<file path="config.mk">
export PLATFORM = sky130hd
export DESIGN_NAME = display_return_frame_parser
export DESIGN_NICKNAME = d
export VERILOG_FILES = /design/src/rtl/drfp_pkg.sv /design/src/rtl/display_return_frame_parser.sv /design/src/rtl/drfp_ram.sv
export SDC_FILE = /design/constraint.sdc
export NUM_CORES = 1
export LEC_CHECK = 0
export BUFFER_PORTS_ARGS = -buffer_cell sky130_fd_sc_hd__clkbuf_2
export CORE_MARGIN = 1
export CORE_UTILIZATION = 40
export DETAILED_ROUTE_END_ITERATION = 16
export PLACE_DENSITY = 0.54
export SLEW_MARGIN = 10
export SYNTH_ARGS = -nofsm -noshare
export SYNTH_HDL_FRONTEND = slang
export SYNTH_SLANG_ARGS = --single-unit
</file>
<file path="constraint.sdc">
create_clock -name clk -period 4 [get_ports clk]
set_input_delay 0.2 -clock clk [delete_from_list [all_inputs] [get_ports clk]]
set_output_delay 0.2 -clock clk [all_outputs]
set_load 0.005 [all_outputs]
</file>
<file path="src/rtl/drfp_pkg.sv">
package drfp_pkg;

    localparam logic [1:0] MODE_IDLE = 2'd0;
    localparam logic [1:0] MODE_STR  = 2'd1;
    localparam logic [1:0] MODE_INT  = 2'd2;

    localparam logic [7:0] BYTE_START_STR = 8'h70;
    localparam logic [7:0] BYTE_START_INT = 8'h71;
    localparam logic [7:0] BYTE_TERM      = 8'hff;
    localparam logic [15:0] TERM_PAIR     = 16'hffff;

    localparam int LEN_W = 6;
    localparam int IDX_W = 5;

    localparam logic [LEN_W-1:0] INT_FRAME_COUNT = 6'd6;
    localparam logic [LEN_W-1:0] INT_LENGTH      = 6'd4;
    localparam logic [LEN_W-1:0] TERM_KEPT       = 6'd2;
    localparam logic [LEN_W-1:0] MAX_RESULTS     = 6'd32;
    localparam logic [LEN_W-1:0] INT_LAST_IDX    = 6'd3;

    localparam logic KIND_STR = 1'b0;
    localparam logic KIND_INT = 1'b1;

    typedef logic [7:0] byte_t;

endpackage

</file>
<file path="src/rtl/display_return_frame_parser.sv">
// Parses the bytes returned by a serial display. While idle, 0x70 opens a string frame and
// 0x71 an integer frame; other bytes are dropped. Frame bytes go into a buffer RAM of
// BUFFER_DEPTH entries (bytes beyond it are dropped and flag the frame as overflowed) until
// three 0xff in a row arrive; an integer frame ends only with exactly four data bytes before
// them. A string then comes out as a run of byte results ending in last (one result with
// length 0 for an empty string, at most 32 results), an integer as one little-endian 32-bit
// result. Input bytes are taken back to back while no readout runs. Readout goes through the
// single read port of the buffer RAM and holds off input: each byte is requested in an issue
// state and taken in a capture state, where a result waits out any output stall. The last
// result may wait in the output register while new bytes are taken.
module display_return_frame_parser #(
    parameter int BUFFER_DEPTH = 32
) (
    input  logic        clk,
    input  logic        rst_n,
    input  logic        in_valid,
    output logic        in_ready,
    input  logic [7:0]  rx_byte,
    output logic        out_valid,
    input  logic        out_ready,
    output logic        frame_kind,
    output logic [31:0] payload,
    output logic [4:0]  byte_index,
    output logic [5:0]  frame_length,
    output logic        last,
    output logic        overflowed
);

    localparam int AW    = $clog2(BUFFER_DEPTH);
    localparam int CNT_W = $clog2(BUFFER_DEPTH + 1);
    localparam int LW    = drfp_pkg::LEN_W;

    localparam logic [1:0] ST_RUN     = 2'd0;
    localparam logic [1:0] ST_ISSUE   = 2'd1;
    localparam logic [1:0] ST_CAPTURE = 2'd2;
    localparam logic [1:0] ST_EMPTY   = 2'd3;

    logic [1:0]       st_reg, st_next;
    logic [1:0]       mode_reg, mode_next;
    logic [CNT_W-1:0] count_reg, count_next;
    logic [15:0]      recent_reg, recent_next;
    logic             ovf_reg, ovf_next;
    logic             kind_reg, kind_next;
    logic [LW-1:0]    len_reg, len_next;
    logic [LW-1:0]    n_reg, n_next;
    logic [LW-1:0]    idx_reg, idx_next;
    logic [31:0]      acc_reg, acc_next;

    logic             out_valid_reg, out_valid_next;
    logic             out_kind_reg, out_kind_next;
    logic [31:0]      out_payload_reg, out_payload_next;
    logic [4:0]       out_index_reg, out_index_next;
    logic [LW-1:0]    out_len_reg, out_len_next;
    logic             out_last_reg, out_last_next;
    logic             out_ovf_reg, out_ovf_next;

    logic             ram_we;
    logic             ram_re;
    drfp_pkg::byte_t  ram_rdata;

    logic             accept;
    logic             term;
    logic             out_free;
    logic [LW-1:0]    count_ext;
    logic [LW-1:0]    len_calc;
    logic [LW-1:0]    n_calc;

    drfp_ram #(
        .WIDTH (8),
        .DEPTH (BUFFER_DEPTH)
    ) u_buf (
        .clk   (clk),
        .we    (ram_we),
        .waddr (count_reg[AW-1:0]),
        .wdata (rx_byte),
        .re    (ram_re),
        .raddr (idx_reg[AW-1:0]),
        .rdata (ram_rdata)
    );

    assign in_ready  = (st_reg == ST_RUN);
    assign accept    = in_valid && in_ready;
    assign term      = (recent_reg == drfp_pkg::TERM_PAIR) && (rx_byte == drfp_pkg::BYTE_TERM);
    assign out_free  = !out_valid_reg || out_ready;
    assign ram_re    = (st_reg == ST_ISSUE);
    assign count_ext = LW'(count_reg);
    assign len_calc  = (count_ext >= drfp_pkg::TERM_KEPT) ? count_ext - drfp_pkg::TERM_KEPT
                                                          : '0;
    assign n_calc    = (len_calc > drfp_pkg::MAX_RESULTS) ? drfp_pkg::MAX_RESULTS : len_calc;

    always_comb
    begin
        st_next          = st_reg;
        mode_next        = mode_reg;
        count_next       = count_reg;
        recent_next      = recent_reg;
        ovf_next         = ovf_reg;
        kind_next        = kind_reg;
        len_next         = len_reg;
        n_next           = n_reg;
        idx_next         = idx_reg;
        acc_next         = acc_reg;
        ram_we           = 1'b0;
        out_valid_next   = out_valid_reg && !out_ready;
        out_kind_next    = out_kind_reg;
        out_payload_next = out_payload_reg;
        out_index_next   = out_index_reg;
        out_len_next     = out_len_reg;
        out_last_next    = out_last_reg;
        out_ovf_next     = out_ovf_reg;

        case (st_reg)
            ST_RUN:
            begin
                if (accept)
                begin
                    case (mode_reg)
                        drfp_pkg::MODE_IDLE:
                        begin
                            if (rx_byte == drfp_pkg::BYTE_START_STR ||
                                rx_byte == drfp_pkg::BYTE_START_INT)
                            begin
                                mode_next   = (rx_byte == drfp_pkg::BYTE_START_STR)
                                              ? drfp_pkg::MODE_STR : drfp_pkg::MODE_INT;
                                count_next  = '0;
                                recent_next = '0;
                                ovf_next    = 1'b0;
                            end
                        end
                        drfp_pkg::MODE_STR,
                        drfp_pkg::MODE_INT:
                        begin
                            if (term && mode_reg == drfp_pkg::MODE_STR)
                            begin
                                mode_next = drfp_pkg::MODE_IDLE;
                                kind_next = drfp_pkg::KIND_STR;
                                len_next  = len_calc;
                                n_next    = n_calc;
                                idx_next  = '0;
                                st_next   = (n_calc == '0) ? ST_EMPTY : ST_ISSUE;
                            end
                            else if (term && count_ext == drfp_pkg::INT_FRAME_COUNT)
                            begin
                                mode_next = drfp_pkg::MODE_IDLE;
                                kind_next = drfp_pkg::KIND_INT;
                                len_next  = drfp_pkg::INT_LENGTH;
                                idx_next  = '0;
                                st_next   = ST_ISSUE;
                            end
                            else
                            begin
                                // store the byte, or drop it once the buffer is full
                                if (count_reg < CNT_W'(BUFFER_DEPTH))
                                begin
                                    ram_we     = 1'b1;
                                    count_next = count_reg + 1'b1;
                                end
                                else
                                begin
                                    ovf_next = 1'b1;
                                end
                                recent_next = {recent_reg[7:0], rx_byte};
                            end
                        end
                        default:
                        begin
                            mode_next = drfp_pkg::MODE_IDLE;
                        end
                    endcase
                end
            end
            ST_ISSUE:
            begin
                st_next = ST_CAPTURE;
            end
            ST_CAPTURE:
            begin
                if (kind_reg == drfp_pkg::KIND_STR)
                begin
                    if (out_free)
                    begin
                        out_valid_next   = 1'b1;
                        out_kind_next    = drfp_pkg::KIND_STR;
                        out_payload_next = 32'(ram_rdata);
                        out_index_next   = idx_reg[4:0];
                        out_len_next     = len_reg;
                        out_last_next    = (idx_reg == n_reg - 1'b1);
                        out_ovf_next     = ovf_reg;
                        idx_next         = idx_reg + 1'b1;
                        st_next          = (idx_reg == n_reg - 1'b1) ? ST_RUN : ST_ISSUE;
                    end
                end
                else if (idx_reg == drfp_pkg::INT_LAST_IDX)
                begin
                    if (out_free)
                    begin
                        out_valid_next   = 1'b1;
                        out_kind_next    = drfp_pkg::KIND_INT;
                        out_payload_next = {ram_rdata, acc_reg[31:8]};
                        out_index_next   = '0;
                        out_len_next     = len_reg;
                        out_last_next    = 1'b1;
                        out_ovf_next     = ovf_reg;
                        st_next          = ST_RUN;
                    end
                end
                else
                begin
                    // little-endian assembly, newest byte on top
                    acc_next = {ram_rdata, acc_reg[31:8]};
                    idx_next = idx_reg + 1'b1;
                    st_next  = ST_ISSUE;
                end
            end
            ST_EMPTY:
            begin
                if (out_free)
                begin
                    out_valid_next   = 1'b1;
                    out_kind_next    = drfp_pkg::KIND_STR;
                    out_payload_next = '0;
                    out_index_next   = '0;
                    out_len_next     = len_reg;
                    out_last_next    = 1'b1;
                    out_ovf_next     = ovf_reg;
                    st_next          = ST_RUN;
                end
            end
            default:
            begin
                st_next = ST_RUN;
            end
        endcase
    end

    always_ff @(posedge clk or negedge rst_n)
    begin
        if (!rst_n)
        begin
            st_reg        <= ST_RUN;
            mode_reg      <= drfp_pkg::MODE_IDLE;
            count_reg     <= '0;
            recent_reg    <= '0;
            ovf_reg       <= 1'b0;
            idx_reg       <= '0;
            out_valid_reg <= 1'b0;
        end
        else
        begin
            st_reg        <= st_next;
            mode_reg      <= mode_next;
            count_reg     <= count_next;
            recent_reg    <= recent_next;
            ovf_reg       <= ovf_next;
            idx_reg       <= idx_next;
            out_valid_reg <= out_valid_next;
        end
    end

    always_ff @(posedge clk)
    begin
        kind_reg        <= kind_next;
        len_reg         <= len_next;
        n_reg           <= n_next;
        acc_reg         <= acc_next;
        out_kind_reg    <= out_kind_next;
        out_payload_reg <= out_payload_next;
        out_index_reg   <= out_index_next;
        out_len_reg     <= out_len_next;
        out_last_reg    <= out_last_next;
        out_ovf_reg     <= out_ovf_next;
    end

    assign out_valid    = out_valid_reg;
    assign frame_kind   = out_kind_reg;
    assign payload      = out_payload_reg;
    assign byte_index   = out_index_reg;
    assign frame_length = out_len_reg;
    assign last         = out_last_reg;
    assign overflowed   = out_ovf_reg;

endmodule

</file>
<file path="src/rtl/drfp_ram.sv">
module drfp_ram #(
    parameter int WIDTH = 8,
    parameter int DEPTH = 32
) (
    input  logic                     clk,
    input  logic                     we,
    input  logic [$clog2(DEPTH)-1:0] waddr,
    input  logic [WIDTH-1:0]         wdata,
    input  logic                     re,
    input  logic [$clog2(DEPTH)-1:0] raddr,
    output logic [WIDTH-1:0]         rdata
);

    logic [WIDTH-1:0] mem [DEPTH];
    logic [WIDTH-1:0] rdata_reg;

    always_ff @(posedge clk)
    begin
        if (we)
        begin
            mem[waddr] <= wdata;
        end
        if (re)
        begin
            rdata_reg <= mem[raddr];
        end
    end

    assign rdata = rdata_reg;

endmodule

</file>
Yosys cells after proc, flatten, opt, wreduce, memory -nomap -nowiden
Memories as Yosys holds them, arrays and structs flattened. A register that Yosys moved wholly into a read port is not among the register bits.
Index checks and enable logic that the tools add are counted.
- register bits: 125
- RAM bits: 256
- word-level logic and storage cells: 167
- memories kept: 1
- memory list (name ; words ; bits a word ; rd ports ; clocked after memory_dff ; write ports ; RTL line ; RTL):
    u_buf.mem ; 32 ; 8 ; 1 ; 1 ; 1 ; drfp_ram.sv:14 ; logic [WIDTH-1:0] mem [DEPTH];
- $add $sub $neg: 4
- order comparisons: 3
- equality and inequality tests: 27
- multiplexer cells: 84
- bitwise operators: 1
- reductions and logical operators: 30
- operators by type and width (kind ; number):
    2-to-1 mux 32 bit ; 5
    2-to-1 mux 6 bit ; 18
    one-hot mux 32 bit (2 select lines) ; 1
    2-to-1 mux 16 bit ; 3
    one-hot mux 6 bit (2 select lines) ; 3
    one-hot mux 16 bit (2 select lines) ; 1
    2-to-1 mux 1 bit ; 28
    2-to-1 mux 2 bit ; 13
    2-to-1 mux 5 bit ; 4
    inequality test 3 bit (second input constant) ; 6
    == test 16 bit (second input constant) ; 1
    == test 8 x 7 -> 1 bit (second input constant) ; 2
    AND reduction 4 bit ; 4
    AND reduction 7 bit ; 2
    adder 6 x 1 -> 6 bit (second input constant) ; 2
    inequality test 2 bit (second input constant) ; 6
    AND reduction 6 bit ; 2
    one-hot mux 1 bit (2 select lines) ; 5
    one-hot mux 5 bit (2 select lines) ; 1
    AND reduction 3 bit ; 3
    == test 8 bit (second input constant) ; 1
    one-hot mux 2 bit (4 select lines) ; 1
    nonzero test 2 bit ; 4
    == test 2 bit (second input constant) ; 3
    other kinds (21) ; 30

Depth between registers and ports, before layout
- word-level depth: 10
- mapped depth: 9
- depth with buffers taken out: 7

Modules after synthesis
A second synthesis with hierarchy kept.
- cell total of the unflattened synthesis: 826
- area, all modules: 15273.4 sq um
- modules (own cells, without submodules) (module ; times used ; cells an instance ; area each (sq um)):
    drfp_ram ; 1 ; 417 ; 10133.5
    display_return_frame_parser ; 1 ; 409 ; 5139.9

Least setup slack after synthesis
OpenSTA, ideal clock, no wires.
- path type: register to register
- start: reg idx_reg[0]
- end: reg out_payload_reg[0] (netlist: payload[0]), enable pin
- library setup time: 0.421 ns
- data arrival time: 2.710 ns
- required time: 3.579 ns
- slack: 0.869 ns
- stages on the path, launching flop included: 6
- path buffers: 0
- period minus slack after synthesis: 3.131 ns
- path through: dfrtp_1 > ha_1 > inv_1 > nor4b_1 > nor2_1 > nor2_1
- longest elaborated chain between the ends: 3
- elaborated cells between the ends (all ways): 4
- RTL lines (element ; RTL line ; RTL):
    start, declared ; display_return_frame_parser.sv:46 ; logic [LW-1:0] idx_reg, idx_next;
    start signal, assigned ; display_return_frame_parser.sv:255 ; idx_reg <= idx_next;
    == test 6 x 2 -> 1 bit (*) ; display_return_frame_parser.sv:193 ; else if (idx_reg == drfp_pkg::INT_LAST_IDX)
    inequality test 3 bit (no line) ; - ;
    AND reduction 5 bit (no line) (*) ; - ;
    end signal, assigned ; display_return_frame_parser.sv:267 ; out_payload_reg <= out_payload_next;
    end, declared ; display_return_frame_parser.sv:51 ; logic [31:0] out_payload_reg, out_payload_next;
Every way passes the cells marked *; elsewhere a longest branch is shown, timed or not.
A chain may end at the register's enable or synchronous reset.

Final worst setup path
- start: reg count_reg[3] (netlist: count_ext[3])
- end: mem u_buf.mem[16][7], enable pin
- longest elaborated chain between the ends: 9
- elaborated cells between the ends (all ways): 11
- RTL lines (element ; RTL line ; RTL):
    start, declared ; display_return_frame_parser.sv:40 ; logic [CNT_W-1:0] count_reg, count_next;
    start signal, assigned ; display_return_frame_parser.sv:252 ; count_reg <= count_next;
    < comparator 6 bit or == test 6 x 3 -> 1 bit (tied branches) ; display_return_frame_parser.sv:153, display_return_frame_parser.sv:142 ;
    2-to-1 mux 1 bit or logical AND 1 bit (tied branches) ; display_return_frame_parser.sv:153, display_return_frame_parser.sv:142 ;
    2-to-1 mux 1 bit ; display_return_frame_parser.sv:142 ; else if (term && count_ext == drfp_pkg::INT_FRAME_COUNT)
    2-to-1 mux 1 bit ; display_return_frame_parser.sv:133 ; if (term && mode_reg == drfp_pkg::MODE_STR)
    2-to-1 mux 1 bit ; display_return_frame_parser.sv:117 ; case (mode_reg)
    2-to-1 mux 1 bit ; display_return_frame_parser.sv:115 ; if (accept)
    2-to-1 mux 1 bit ; display_return_frame_parser.sv:112 ; case (st_reg)
    2-to-1 mux 1 bit ; drfp_ram.sv:19 ; if (we)
    2-to-1 mux 1 bit (not written as such) ; drfp_ram.sv:21 ; mem[waddr] <= wdata;
    end, declared ; drfp_ram.sv:14 ;
Parallel ways exist; a longest one is shown, timed or not.

==> flow_summary.html <==
<table>
<tr><th>Metric</th><th>Value</th></tr>
<tr><th colspan="2">Yosys</th></tr>
<tr><td>Net count after synthesis</td><td>about 840</td></tr>
<tr><td>EDFF count, synth</td><td>347</td></tr>
<tr><td>Synth Area in XOR/XNOR</td><td>0.00632</td></tr>
<tr><td>Share of synthesized flip-flops with an asynchronous set or reset</td><td>0.0892</td></tr>
<tr><td>Multiplexer share of the synthesized area</td><td>0.132</td></tr>
<tr><td>Combinational family with the most area after synthesis</td><td>multiplexers</td></tr>
<tr><td>Cell accounting for the most synthesized area</td><td>edfxtp_1</td></tr>
<tr><td>Unique cell type count in the Yosys netlist</td><td>between 50 and 60</td></tr>
<tr><td>Compound-Gate Fraction of Synth Area</td><td>0.0350</td></tr>
<tr><td>Area share of the largest cell type after synthesis</td><td>0.684</td></tr>
<tr><td>Biggest area contributors in the synthesized netlist</td><td>edfxtp_1 (68%), mux4_2 (11%), dfrtp_1 (5.6%), nor2_1 (1.5%), a22o_1 (1.4%)</td></tr>
<tr><td>Most common flop cell mapped by yosys</td><td>edfxtp_1</td></tr>
<tr><td>Arithmetic-cell share of the synthesized area counting full adders, half adders and majority gates</td><td>0.00903</td></tr>
<tr><td>Proportion of synthesized chip area in sequential cells</td><td>0.740</td></tr>
<tr><td>Mapped Area</td><td>around 15000 um2</td></tr>
<tr><td>Synth Area per Inst</td><td>approximately 19 um2</td></tr>
<tr><td>Post-synthesis share of cell area spent on and, or, nand and nor gates</td><td>0.0605</td></tr>
<tr><td>Count of mapped cells out of synthesis</td><td>~820</td></tr>
<tr><td>Post-synthesis register bit count</td><td>around 380</td></tr>
<tr><td>Synth warn</td><td>0</td></tr>
<tr><th colspan="2">STA</th></tr>
<tr><td>Number of hold violations in the final report</td><td>0</td></tr>
<tr><td>Worst max-slew margin expressed relative to the limit</td><td>0.331</td></tr>
<tr><td>Transition time of the tightest slew-check pin</td><td>roughly 1000 ps</td></tr>
<tr><td>Final worst clock skew</td><td>~25 ps</td></tr>
<tr><td>Worst Slack Setup Final</td><td>roughly 930 ps</td></tr>
<tr><td>Fin Setup TNS</td><td>0 ps</td></tr>
<tr><td>Setup repair after global routing missed its margin</td><td>false</td></tr>
<tr><td>Final worst path period share</td><td>0.768</td></tr>
<tr><td>Tmin final</td><td>around 3000 ps</td></tr>
<tr><td>Fmax</td><td>between 300 and 400 MHz</td></tr>
<tr><td>Final setup violating endpoints</td><td>0</td></tr>
<tr><td>Post-route worst hold slack</td><td>between 90 and 100 ps</td></tr>
<tr><td>Final-report max-slew violation count</td><td>0</td></tr>
<tr><th colspan="2">Routing</th></tr>
<tr><td>Pre-Repair DR Iteration Count</td><td>5</td></tr>
<tr><td>Residual DRC</td><td>0</td></tr>
<tr><td>Total number of vias</td><td>between 7000 and 8000</td></tr>
<tr><td>Post-route antenna net violation count</td><td>0</td></tr>
<tr><td>Overall routed net length</td><td>around 35000 um</td></tr>
<tr><td>Avg Vias per Cell</td><td>5.36</td></tr>
<tr><td>Number of DRC violations after detailed-routing iteration 0</td><td>about 570</td></tr>
<tr><td>Average detailed-routed wire length per instance</td><td>about 24 um</td></tr>
<tr><th colspan="2">Final layout</th></tr>
<tr><td>Commonest non-fill, non-tap cells in the layout</td><td>edfxtp_1 (347), mux4_2 (77), clkbuf_2 (59), nor2_1 (58), clkbuf_16 (43)</td></tr>
<tr><td>Most frequent standard cell in the layout excluding fill and tap cells</td><td>edfxtp_1</td></tr>
<tr><td>N_diodes</td><td>0</td></tr>
<tr><td>Area added between synthesis and finish</td><td>15.0%</td></tr>
<tr><td>Final #Nets</td><td>about 930</td></tr>
<tr><td>Layout cell share with drive strength beyond 1</td><td>0.258</td></tr>
<tr><td>Flip-flop count of the largest register after layout</td><td>~260</td></tr>
<tr><th colspan="2">Power</th></tr>
<tr><td>IR drop worst, VDD</td><td>roughly 0.27 mV</td></tr>
<tr><td>Final total power</td><td>about 11 mW</td></tr>
<tr><td>Total power divided by cell area</td><td>600 nW/um2</td></tr>
<tr><td>Static Leakage</td><td>around 5.8 nW</td></tr>
<tr><th colspan="2">Setup path</th></tr>
<tr><td>Critical path peak fanout</td><td>15</td></tr>
<tr><td>Delay of the slowest critical-path stage</td><td>about 790 ps</td></tr>
<tr><td>Kind of critical path</td><td>reg -&gt; reg</td></tr>
<tr><td>WP buf/inv</td><td>1</td></tr>
<tr><td>Crit path max-delay cell type</td><td>nor2_1</td></tr>
<tr><td>Setup slack on the worst flop-to-flop path</td><td>around 930 ps</td></tr>
<tr><td>Cell with the most instances on the worst path</td><td>nor2_1</td></tr>
<tr><td>Crit path arrival time</td><td>between 3000 and 4000 ps</td></tr>
<tr><td>Worst reg-to-reg path cell count</td><td>6</td></tr>
<tr><td>Critical Path, Cell by Cell</td><td>nor2_1, a41o_1, a31oi_1, buf_4, nand3_1, nor2_1</td></tr>
<tr><td>Crit Reg-Reg Endpoint</td><td>u_buf.mem[16][7]</td></tr>
<tr><td>Crit end category</td><td>register</td></tr>
<tr><td>Critical Path RT</td><td>around 4200 ps</td></tr>
<tr><td>Reg2reg start</td><td>count_ext[3]</td></tr>
<tr><td>Crit start category</td><td>register</td></tr>
<tr><td>Cell family with most CP delay</td><td>simple AND/OR/NAND/NOR gates</td></tr>
<tr><th colspan="2">Hold path</th></tr>
<tr><td>Origin of the worst min-delay path</td><td>out_ready</td></tr>
<tr><td>Hold depth</td><td>3</td></tr>
<tr><td>Hold endpoint</td><td>out_valid</td></tr>
<tr><td>Worst hold path class</td><td>in -&gt; reg</td></tr>
<tr><th colspan="2">Global route</th></tr>
<tr><td>First-pass GRT wire length</td><td>slightly above 50000 um</td></tr>
<tr><td>Overall routing resource usage</td><td>0.184</td></tr>
<tr><td>GRT overflow</td><td>0</td></tr>
<tr><td>Number of antenna violations at the first check in global routing</td><td>0</td></tr>
<tr><td>Maximum number of pins on one net before global-route repair</td><td>65</td></tr>
<tr><td>Via count of the first global-routing pass</td><td>about 8000</td></tr>
<tr><th colspan="2">Place</th></tr>
<tr><td>Port bufs</td><td>59</td></tr>
<tr><td>Placement Setup Slack</td><td>roughly 950 ps</td></tr>
<tr><td>Placed wire-length estimate after detailed placement</td><td>roughly 23000 um</td></tr>
<tr><td>Global placer's final weighted congestion</td><td>~0.8</td></tr>
<tr><th colspan="2">Floorplan</th></tr>
<tr><td>Area of the core region</td><td>between 30000 and 40000 um2</td></tr>
<tr><td>Die boundary width</td><td>between 150 and 200 um</td></tr>
<tr><td>Die Y-Extent</td><td>~200 um</td></tr>
<tr><td>Initial core utilization</td><td>0.406</td></tr>
<tr><td>Floorplan row count</td><td>between 70 and 80</td></tr>
<tr><td>Number of ports placed on the die boundary</td><td>60</td></tr>
<tr><td>Total die area</td><td>between 30000 and 40000 um2</td></tr>
<tr><th colspan="2">Clock tree</th></tr>
<tr><td>Sinks on Clock Net</td><td>381</td></tr>
<tr><td>Worst skew pair latency</td><td>approximately 540 ps</td></tr>
<tr><td>CTS tree</td><td>done</td></tr>
<tr><td>Root cell of the clock tree</td><td>clkbuf_16</td></tr>
<tr><td>Clock buffer count from CTS</td><td>41</td></tr>
<tr><td>Worst-path clk slew</td><td>60 ps</td></tr>
<tr><td>Number of gates resized after cts</td><td>0</td></tr>
<tr><td>Maximum root-to-sink buffer count</td><td>3</td></tr>
<tr><td>Number of levels the H-tree was split into</td><td>2</td></tr>
<tr><th colspan="2">Run</th></tr>
<tr><td>Max cap viols</td><td>0</td></tr>
<tr><th colspan="2">Run status</th></tr>
<tr><td>Status</td><td>finished, final reports clean</td></tr>
</table>
area by class of cell:
| cell class | instances | area [um2] |
|---|---|---|
| tap | 511 | 639 |
| timing repair buffer | 86 | 526 |
| sequential | 381 | 11300 |
| inverter | 18 | 67.6 |
| multi-input combinational | 377 | 3710 |
| clock buffer | 53 | 1130 |
| clock inverter | 22 | 166 |
| fill | 3139 | 20100 |
cell families (layout without fill, tap and decap cells):
logic type      after synthesis  count (layout)
flops                       381             381
compound gates               73              73
xor+xnor                     11              11
buf+inv                      57             179
fa+ha+maj                    11              11
mux                          98              98
simple gates                184             184
worst max-delay path by stage:
| stage | startpoint | to | slack, ps | cells after the start |
|---|---|---|---|---|
| floorplan | idx_reg[0] | payload[0] | 870 | 5 |
| global placement | count_ext[1] | u_buf.mem[16][5] | 980 | 6 |
| detailed placement | count_ext[1] | u_buf.mem[16][4] | 950 | 6 |
| CTS | count_ext[1] | u_buf.mem[4][5] | 930 | 6 |
| global route | mode_reg[0] | u_buf.mem[4][5] | 720 | 7 |
| finish | count_ext[3] | u_buf.mem[16][7] | 930 | 6 |
power by group:
group          switching [mW]  leakage, nW  internal (mW)
combinational            1.06         1.57          0.920
clock                    1.50        0.637           2.13
sequential              0.251         3.60           4.65
timing repair:
item                                   4_1_cts  5_1_grt
endpoints found under the hold margin       34        0
hold buffers                                 1        0
setup buffers                                0        0
cells in the mapped netlist, types with 2 or more instances:
| cell | number |
|---|---|
| a41o_1 | 2 |
| mux2i_1 | 9 |
| a31o_2 | 3 |
| nand3_1 | 16 |
| xor2_1 | 2 |
| ha_1 | 11 |
| buf_6 | 2 |
| or4_1 | 2 |
| clkbuf_1 | 23 |
| and2_1 | 27 |
| o21ai_0 | 14 |
| nor3b_1 | 2 |
| edfxtp_1 | 347 |
| nand4_1 | 10 |
| a32oi_1 | 2 |
| a21oi_1 | 14 |
| a211oi_1 | 4 |
| mux4_1 | 3 |
| or3_1 | 5 |
| mux2_2 | 9 |
| buf_4 | 2 |
| nand4b_1 | 4 |
| mux4_2 | 77 |
| nor3_1 | 10 |
| a22o_1 | 25 |
| nor4b_1 | 2 |
| nor2_1 | 59 |
| and3_1 | 6 |
| dfrtp_1 | 34 |
| inv_1 | 15 |
| inv_2 | 2 |
| buf_2 | 9 |
| nand2b_1 | 5 |
| o21a_1 | 2 |
| nand2_1 | 30 |
| xnor2_1 | 9 |
| nor2b_1 | 2 |
per-stage QoR:
stage,cells,area [um2],util
after global placement,1372,16200,0.431
after floorplan,815,15200,-
final,1448,17500,0.466
after CTS,1448,17500,0.466
after global routing,1448,17500,0.466
after detailed placement,1372,16200,0.431
worst register-to-register path, stage by stage (launching register included):
cell	delay, ps
dfrtp_1	610
nor2_1	180
a41o_1	340
a31oi_1	160
buf_4	170
nand3_1	450
nor2_1	790
layer usage:
metal	share of wire	global-route usage	vias to the layer above
li1	-	-	3447
met1	0.46	0.267	4008
met2	0.47	0.286	252
met3	0.057	0.0336	48
met4	0.022	0.0508	0
met5	0	0	-
Power figures use the tool's default switching activity.
